**src/rtl/mqpjs_pkg.sv**
```systemverilog
package mqpjs_pkg;

  typedef enum logic [2:0] {
    KIND_PUT    = 3'd0,
    KIND_GET    = 3'd1,
    KIND_DELETE = 3'd2,
    KIND_ABORT  = 3'd3,
    KIND_DISC   = 3'd4
  } kind_e;

  typedef enum logic [1:0] {
    RES_OK   = 2'd0,
    RES_NONE = 2'd1,
    RES_FULL = 2'd2
  } res_e;

  typedef enum logic [1:0] {
    ST_FREE   = 2'd0,
    ST_QUEUED = 2'd1,
    ST_BUSY   = 2'd2
  } slot_e;

endpackage

```
**src/rtl/mqpjs_ram.sv**
```systemverilog
module mqpjs_ram #(
  parameter int Width = 8,
  parameter int Depth = 16
) (
  input  logic                     clk_i,
  input  logic                     we_i,
  input  logic [$clog2(Depth)-1:0] waddr_i,
  input  logic [Width-1:0]         wdata_i,
  input  logic [$clog2(Depth)-1:0] raddr_i,
  output logic [Width-1:0]         rdata_o
);

  logic [Width-1:0] mem_q [Depth];

  always_ff @(posedge clk_i) begin
    if (we_i) begin
      mem_q[waddr_i] <= wdata_i;
    end
    rdata_o <= mem_q[raddr_i];
  end

endmodule

```
**src/rtl/multi_queue_priority_job_scheduler_unit.sv**
```systemverilog
// Multi-queue priority job scheduler.
// One request enters on the in channel (kind_i, client_i, target_queue_i,
// queue_mask_i, job_priority_i, job_number_i) and gives exactly one result
// beat on the out channel (status_o, out_job_o, out_priority_o, out_queue_o).
// The job table lives in a RAM and is walked by one sequencer with a single
// shared compare unit, one slot per cycle. A request walks every slot over
// the RAM read port, then passes through a write state for the slot write,
// whatever the request. in_ready_o is high only while the block is idle, so
// a new request is taken at the earliest in the cycle after the result beat
// is taken.
// Slot states sit in flip-flops that reset clears to free; the other slot
// fields are written before they are read. After reset the id counter is one.
// While the receiver stalls the result stays unchanged and no new request is
// taken.
module multi_queue_priority_job_scheduler_unit
  import mqpjs_pkg::*;
#(
  parameter int QUEUE_COUNT  = 16,
  parameter int JOB_SLOTS    = 64,
  parameter int CLIENT_COUNT = 8
) (
  input  logic        clk_i,
  input  logic        rst_ni,
  input  logic        in_valid_i,
  output logic        in_ready_o,
  input  logic [2:0]  kind_i,
  input  logic [2:0]  client_i,
  input  logic [3:0]  target_queue_i,
  input  logic [15:0] queue_mask_i,
  input  logic [31:0] job_priority_i,
  input  logic [31:0] job_number_i,
  output logic        out_valid_o,
  input  logic        out_ready_i,
  output logic [1:0]  status_o,
  output logic [31:0] out_job_o,
  output logic [31:0] out_priority_o,
  output logic [3:0]  out_queue_o
);

  localparam int AW = (JOB_SLOTS > 1) ? $clog2(JOB_SLOTS) : 1;
  localparam int CW = $clog2(JOB_SLOTS + 1);
  localparam int DW = 32 + 32 + 4 + 3;

  typedef enum logic [3:0] {
    S_IDLE  = 4'b0001,
    S_SCAN  = 4'b0010,
    S_WRITE = 4'b0100,
    S_OUT   = 4'b1000
  } fsm_e;

  fsm_e state_q, state_d;
  logic [1:0] st_q [JOB_SLOTS];
  logic [31:0] idc_q;

  logic [2:0]  kind_q;
  logic [2:0]  cli_q;
  logic [3:0]  tq_q;
  logic [15:0] mask_q;
  logic [31:0] prio_q, num_q;

  logic [CW-1:0] rcnt_q;  // read address issued
  logic [CW-1:0] ccnt_q;  // slot whose data is compared
  logic          rv_q;    // read data valid

  logic          best_v_q, busy_v_q, free_v_q;
  logic [AW-1:0] best_q, busy_q, free_q;
  logic [31:0]   bprio_q, bid_q, busyid_q;
  logic [3:0]    bq_q;

  logic          we;
  logic [AW-1:0] waddr;
  logic [DW-1:0] wdata, rdata;
  logic [31:0]   r_id, r_prio;
  logic [3:0]    r_q;
  logic [2:0]    r_own;

  logic [1:0]  status_q;
  logic [31:0] ojob_q, oprio_q;
  logic [3:0]  oq_q;
  logic        ov_q;

  mqpjs_ram #(.Width(DW), .Depth(JOB_SLOTS)) u_ram (
    .clk_i  (clk_i),
    .we_i   (we),
    .waddr_i(waddr),
    .wdata_i(wdata),
    .raddr_i(rcnt_q[AW-1:0]),
    .rdata_o(rdata)
  );

  assign {r_id, r_prio, r_q, r_own} = rdata;

  logic          cl_ok;
  logic [AW-1:0] ci;
  logic [1:0]    cst;
  logic          c_cand, c_better, c_busy, c_free;
  logic          c_match;

  assign cl_ok = 32'(cli_q) < 32'(CLIENT_COUNT);
  assign ci    = ccnt_q[AW-1:0];
  assign cst   = st_q[ci];

  // The one compare unit: priority, then queue, then id.
  always_comb begin
    c_cand  = (cst == ST_QUEUED) && (32'(r_q) < 32'(QUEUE_COUNT)) && mask_q[r_q];
    c_better = !best_v_q || (r_prio > bprio_q) ||
               ((r_prio == bprio_q) && ((r_q < bq_q) ||
                ((r_q == bq_q) && (r_id < bid_q))));
    c_busy  = (cst == ST_BUSY) && (r_own == cli_q);
    c_free  = (cst != ST_QUEUED) && (cst != ST_BUSY);
    c_match = ((cst == ST_QUEUED) || (cst == ST_BUSY)) && (r_id == num_q);
  end

  logic put_ok, q_ok, get_ok;
  assign q_ok   = 32'(tq_q) < 32'(QUEUE_COUNT);
  assign put_ok = (kind_q == KIND_PUT) && cl_ok && q_ok && free_v_q;
  assign get_ok = (kind_q == KIND_GET) && cl_ok && best_v_q;

  // Result and slot write, decided once the walk is over.
  logic [1:0]  res_st;
  logic [31:0] res_job, res_prio;
  logic [3:0]  res_q;
  always_comb begin
    res_st = RES_NONE; res_job = '0; res_prio = '0; res_q = '0;
    if (cl_ok) begin
      unique case (kind_q)
        KIND_PUT: begin
          if (q_ok) begin
            if (!free_v_q) res_st = RES_FULL;
            else begin res_st = RES_OK; res_job = idc_q; end
          end
        end
        KIND_GET: begin
          if (best_v_q) begin
            res_st = RES_OK; res_job = bid_q; res_prio = bprio_q; res_q = bq_q;
          end
        end
        KIND_DELETE: if (best_v_q) res_st = RES_OK;
        KIND_ABORT:  if (busy_v_q && busyid_q == num_q) res_st = RES_OK;
        KIND_DISC:   if (busy_v_q) res_st = RES_OK;
        default: ;
      endcase
    end
  end

  // A get rewrites the claimed slot with its new owner; a put fills a free slot.
  assign we    = (state_q == S_WRITE) && (put_ok || get_ok);
  assign waddr = get_ok ? best_q : free_q;
  assign wdata = get_ok ? {bid_q, bprio_q, bq_q, cli_q} : {idc_q, prio_q, tq_q, 3'd0};

  logic scan_end;
  assign scan_end = rv_q && (ccnt_q == CW'(JOB_SLOTS - 1));

  always_comb begin
    state_d = state_q;
    unique case (state_q)
      S_IDLE:  if (in_valid_i) state_d = S_SCAN;
      S_SCAN:  if (scan_end) state_d = S_WRITE;
      S_WRITE: state_d = S_OUT;
      S_OUT:   if (out_ready_i) state_d = S_IDLE;
      default: state_d = S_IDLE;
    endcase
  end

  assign in_ready_o = (state_q == S_IDLE);

  always_ff @(posedge clk_i or negedge rst_ni) begin
    if (!rst_ni) begin
      state_q <= S_IDLE;
      idc_q   <= 32'd1;
      rcnt_q  <= '0;
      ccnt_q  <= '0;
      rv_q    <= 1'b0;
      ov_q    <= 1'b0;
      for (int i = 0; i < JOB_SLOTS; i++) st_q[i] <= ST_FREE;
    end else begin
      state_q <= state_d;
      unique case (state_q)
        S_IDLE: begin
          rcnt_q <= '0;
          ccnt_q <= '0;
          rv_q   <= 1'b0;
          if (in_valid_i) begin
            rv_q   <= 1'b1;  // address zero is read this cycle
            rcnt_q <= CW'(1);
          end
        end
        S_SCAN: begin
          if (rcnt_q < CW'(JOB_SLOTS - 1)) rcnt_q <= rcnt_q + CW'(1);
          if (rv_q) ccnt_q <= ccnt_q + CW'(1);
        end
        S_WRITE: begin
          ov_q   <= 1'b1;
          rcnt_q <= '0;
          if (cl_ok) begin
            unique case (kind_q)
              KIND_PUT: if (put_ok) begin
                st_q[free_q] <= ST_QUEUED;
                idc_q <= idc_q + 32'd1;
              end
              KIND_GET: if (best_v_q) begin
                if (busy_v_q) st_q[busy_q] <= ST_FREE;
                st_q[best_q] <= ST_BUSY;
              end
              KIND_DELETE: if (best_v_q) st_q[best_q] <= ST_FREE;
              KIND_ABORT: if (busy_v_q && busyid_q == num_q) st_q[busy_q] <= ST_QUEUED;
              KIND_DISC:  if (busy_v_q) st_q[busy_q] <= ST_QUEUED;
              default: ;
            endcase
          end
        end
        S_OUT: if (out_ready_i) ov_q <= 1'b0;
        default: ;
      endcase
    end
  end

  always_ff @(posedge clk_i) begin
    if (state_q == S_IDLE && in_valid_i) begin
      kind_q <= kind_i; cli_q <= client_i; tq_q <= target_queue_i;
      mask_q <= queue_mask_i; prio_q <= job_priority_i; num_q <= job_number_i;
      best_v_q <= 1'b0; busy_v_q <= 1'b0; free_v_q <= 1'b0;
    end else if (state_q == S_SCAN && rv_q) begin
      if (kind_q == KIND_DELETE) begin
        if (c_match && !best_v_q) begin
          best_v_q <= 1'b1; best_q <= ci;
        end
      end else if (c_cand && c_better) begin
        best_v_q <= 1'b1; best_q <= ci;
        bprio_q <= r_prio; bid_q <= r_id; bq_q <= r_q;
      end
      if (c_busy && !busy_v_q) begin
        busy_v_q <= 1'b1; busy_q <= ci; busyid_q <= r_id;
      end
      if (c_free && !free_v_q) begin
        free_v_q <= 1'b1; free_q <= ci;
      end
    end
    if (state_q == S_WRITE) begin
      status_q <= res_st; ojob_q <= res_job; oprio_q <= res_prio; oq_q <= res_q;
    end
  end

  assign out_valid_o    = ov_q;
  assign status_o       = status_q;
  assign out_job_o      = ojob_q;
  assign out_priority_o = oprio_q;
  assign out_queue_o    = oq_q;

  a_ready_idle: assert property (@(posedge clk_i) disable iff (!rst_ni)
    in_ready_o |-> !out_valid_o) else $error("ready while result pending");
  a_out_hold: assert property (@(posedge clk_i) disable iff (!rst_ni)
    out_valid_o && !out_ready_i |=> out_valid_o && $stable(status_o))
    else $error("result dropped under stall");
  a_id_step: assert property (@(posedge clk_i) disable iff (!rst_ni)
    idc_q != $past(idc_q) |-> idc_q == $past(idc_q) + 32'd1)
    else $error("id counter jumped");

endmodule

```
**config.mk**
```make
export PLATFORM = sky130hd
export DESIGN_NAME = multi_queue_priority_job_scheduler_unit
export DESIGN_NICKNAME = d
export VERILOG_FILES = /design/src/rtl/mqpjs_pkg.sv /design/src/rtl/mqpjs_ram.sv /design/src/rtl/multi_queue_priority_job_scheduler_unit.sv
export SDC_FILE = /design/constraint.sdc
export NUM_CORES = 2
export LEC_CHECK = 0
export BUFFER_PORTS_ARGS = -buffer_cell sky130_fd_sc_hd__buf_2
export CAP_MARGIN = 20
export CORE_MARGIN = 1.5
export CORE_UTILIZATION = 55
export CTS_CLUSTER_SIZE = 20
export DETAILED_ROUTE_END_ITERATION = 8
export PLACE_DENSITY_LB_ADDON = 0.25
export SETUP_SLACK_MARGIN = 0.2
export SLEW_MARGIN = 20
export SYNTH_ARGS = -nofsm -noshare
export SYNTH_HDL_FRONTEND = slang
export SYNTH_MEMORY_MAX_BITS = 65536
export SYNTH_SLANG_ARGS = --single-unit
```
**constraint.sdc**
```tcl
create_clock -name clk_i -period 13.05 [get_ports clk_i]
set_input_delay 3.915 -clock clk_i [delete_from_list [all_inputs] [get_ports clk_i]]
set_output_delay 3.915 -clock clk_i [all_outputs]
set_load 0.01 [all_outputs]
```
==> PnR_summary.wiki <==
{| class="wikitable"
! Metric !! Value
|-
| Post-Syn Nets || just over 9,000
|-
| Post-route design area || 223,000 um^2
|-
| Status || complete, but fails checks
|-
| Slew @ Worst Pin || around 1.2 ns
|-
| Residual antenna-violating net count after detailed routing || 0
|-
| Vias per Instance || between 6 and 7
|-
| DR iter-0 viols || 14,500
|-
| Hold WC Path Type || flop to flop
|-
| Top-level I/O count || 166
|-
| Power density over the cells || 179 nW/um^2
|-
| Fraction of synthesized cell area taken by the top area cell type || 73.1%
|-
| Root buffer selected by CTS || clkbuf_16
|-
| GRT Residual Overflow || 0
|-
| # rows || 220
|-
| Post-route DRC violation count || 2
|-
| Global-route wire length before repair || between 700 and 800 mm
|-
| Sort of element at the end of the critical path || flop
|-
| Final hold viol count || 0
|-
| Count of warnings emitted by yosys || 0
|-
| IR Drop Worst-Case VDD || 0.000161 V
|-
| Number of H-tree levels || 6
|-
| Growth of design area from synthesis to finish || 12.6%
|-
| Via count of the first global-routing pass || 99,300
|-
| Data arrival time of the worst path || 6.89 ns
|-
| EDFF count, synth || 4,822
|-
| Num Clock Sinks || 5,076
|-
| Die Footprint || 364,000 um^2
|-
| Resized cells post-CTS || 0
|-
| Startpoint class of the critical path || flop
|-
| Max-slew headroom || between 15 and 20%
|-
| Most frequently used cell type in the post-synthesis netlist || edfxtp_1
|-
| Pins Over Slew Limit || 0
|-
| Clock transition at the registers of the reported paths || about 0.06 ns
|-
| Post-synth ARST share || 3.55%
|-
| Largest registers || u_ram.mem_q x4544, st_q x128, u_ram.rdata_o x71
|-
| Worst Path Required || between 10 and 15 ns
|-
| Net count reported at finish || 9,624
|-
| Max-cap check violation count || 0
|-
| Layout cell share with drive strength beyond 1 || between 20 and 30%
|-
| Max FFs per register || 4,544
|-
| Area leader, netlist || edfxtp_1
|-
| Violations in the final reports || DRC
|-
| Clock latency of the later-clocked register in the worst-skew pair || approximately 1 ns
|-
| Total Negative Setup Slacks || 0 ns
|-
| Post-cts hold buffer count || 0
|-
| DRT Wirelength || 529 mm
|-
| Number of antenna violations at the first check in global routing || 28
|-
| Clock buffer count from CTS || 520
|-
| Global-route usage over all layers || 29.1%
|-
| Most common library cells after synthesis || edfxtp_1 (4,822), mux4_2 (1,538), o21ai_0 (363), clkbuf_1 (344), nor2_1 (266)
|-
| Leakage power of the design || 73.6 nW
|-
| Synth Register Bits || 5,076
|-
| Tmin final || 6.24 ns
|-
| Initial core utilization || roughly 55%
|-
| Type of the setup path with the least slack || flop to flop
|-
| Post-place instance area || 206,000 um^2
|-
| RSZ-0062 raised after global routing || no
|-
| Distinct cell type count after synthesis || 69
|-
| Vias || between 90,000 and 100k
|-
| Half-perimeter wire length of the detailed placement result || 299 mm
|-
| Worst clock skew || 0.0373 ns
|-
| FF+latch area || 151,000 um^2
|-
| Proportion of synthesized chip area in sequential cells || between 70 and 80%
|-
| Register ranked first by flip-flop count || u_ram.mem_q
|-
| Total of endpoints with negative setup slack in the final report || 0
|-
| Synthesized area per cell || 22.0 um^2
|-
| Netlist area before placement || 198,000 um^2
|-
| Postcts setup bufs || 0
|-
| Port Buf Inserts || around 170
|-
| Portion of the clock cycle consumed by the worst path in the final layout || between 40% and 50%
|-
| Pin count of the biggest net entering global routing || 137
|-
| Clock tree from TritonCTS || built
|-
| Dominant synthesized flop cell || edfxtp_1
|-
| Most area-consuming cells after synthesis || edfxtp_1 (73%), mux4_2 (17%), dfrtp_1 (2.2%)
|-
| Peak clock frequency supported by timing || 0.160 GHz
|-
| Std-Cell Core Area || 359,000 um^2
|-
| DIE WIDTH || 603 um
|-
| Number of iterations in the first detailed-routing pass || 9
|-
| Number of buffers on the longest clock path || 4
|-
| Largest fanout on the critical path || 51
|-
| Routability congestion estimate || 0.920
|-
| Die Span Y || 603 um
|-
| Combined area of the multi-input logic cells || 45,900 um^2
|-
| Filler cell count || 23,900
|-
| Post-synthesis instance total || 8,988
|-
| Detailed-route wire length per cell || 36.1 um
|}
==> kinds of logic (layout without fill, tap and decap cells) <==
| family | after synthesis | in the layout | synth area share [%] |
|---|---|---|---|
| AOI/OAI and AO/OA | 794 | 794 | 2.36 |
| xor gates and xnor gates | 108 | 108 | 0.477 |
| adders and majority gates | 72 | 72 | 0.455 |
| buffers and inverters | 592 | 1472 | 1.20 |
| DFF | 5076 | 5076 | 76.1 |
| muxes | 1548 | 1548 | 17.5 |
| other | 0 | 22 | 0 |
| and+or+nand+nor | 798 | 798 | 1.87 |
==> power by group <==
group	switching, mW	internal (mW)	leakage [nW]
Sequential	0.282	18.3	50.4
Clock	6.14	8.38	8.10
Combinational	3.59	3.20	15.1
==> final cells by class <==
class / count / share of cell area, %
timing repair buffer: 459 / 1.54
sequential: 5076 / 67.6
clock inverter: 260 / 1.09
clock buffer: 672 / 6.32
tap: 4773 / 2.68
multi-input combinational: 3320 / 20.6
antenna: 22 / 0.0247
inverter: 81 / 0.140
==> per-layer routing <==
layer	share of wire [%]	track usage, %
met5	0.022	0
met4	4.2	11.5
met3	9.7	4.97
met2	48	45.8
met1	38	41.4
==> cell usage in the layout, fill, tap and decap left out, drive strengths merged, types with 11 or more instances in the layout <==
master / instances
inv: 105
diode: 22
dfxtp: 74
nand3: 63
nand2: 259
o221ai: 11
o31ai: 45
dfrtp: 178
buf: 459
edfxtp: 4822
nand4: 40
and3: 26
nand2b: 14
nand3b: 14
mux4: 1538
xnor2: 60
clkinv: 190
a21o: 42
a31oi: 15
nor4: 13
o211ai: 16
clkbuf: 672
o21ai: 372
a22oi: 29
a21oi: 171
o21a: 34
nor2: 266
ha: 72
nor3: 25
nor2b: 14
and2: 11
xor2: 48
bufinv: 37
o22ai: 11
==> critical path: stages, from the launching register on <==
cell	delay, ns
edfxtp_1	0.33
buf_4	0.56
nor3_2	0.12
buf_4	0.28
nand2_4	0.36
buf_4	0.57
mux2i_1	0.67
nand3_1	0.56
nor2_4	0.95
buf_4	0.74
buf_4	0.55
==> per-stage QoR <==
step / hold WS (ns) / util (%) / total power, mW / std cells / setup slack [ns]
floorplan: 0.406 / - / 23.7 / 8988 / 5.73
global placement: 0.421 / 57.4 / 25.7 / 13700 / 6.95
detailed placement: 0.425 / 57.5 / 25.8 / 13700 / 6.91
CTS: 0.442 / 62.1 / 40.1 / 14600 / 6.76
global route: 0.449 / 62.1 / 41.0 / 14700 / 6.70
finish: 0.441 / 62.1 / 39.8 / 14700 / 6.81
==> final timing paths <==
path / from / endpoint / slack [ns] / cells after the start
max in group asynchronous: rst_ni / ccnt_q[1] / 8.37 / 2
setup reg to reg: kind_q[2] / u_ram.mem_q[60][40] / 6.81 / 10
min in group asynchronous: rst_ni / st_q[55] / 2.99 / 1
hold reg to reg: u_ram.rdata_o[21] / bprio_q[14] / 0.44 / 0
setup / recovery: kind_q[2] / u_ram.mem_q[60][40] / 6.81 / 10
hold / removal: u_ram.rdata_o[21] / bprio_q[14] / 0.44 / 0
(Power assumes the default switching activity.)
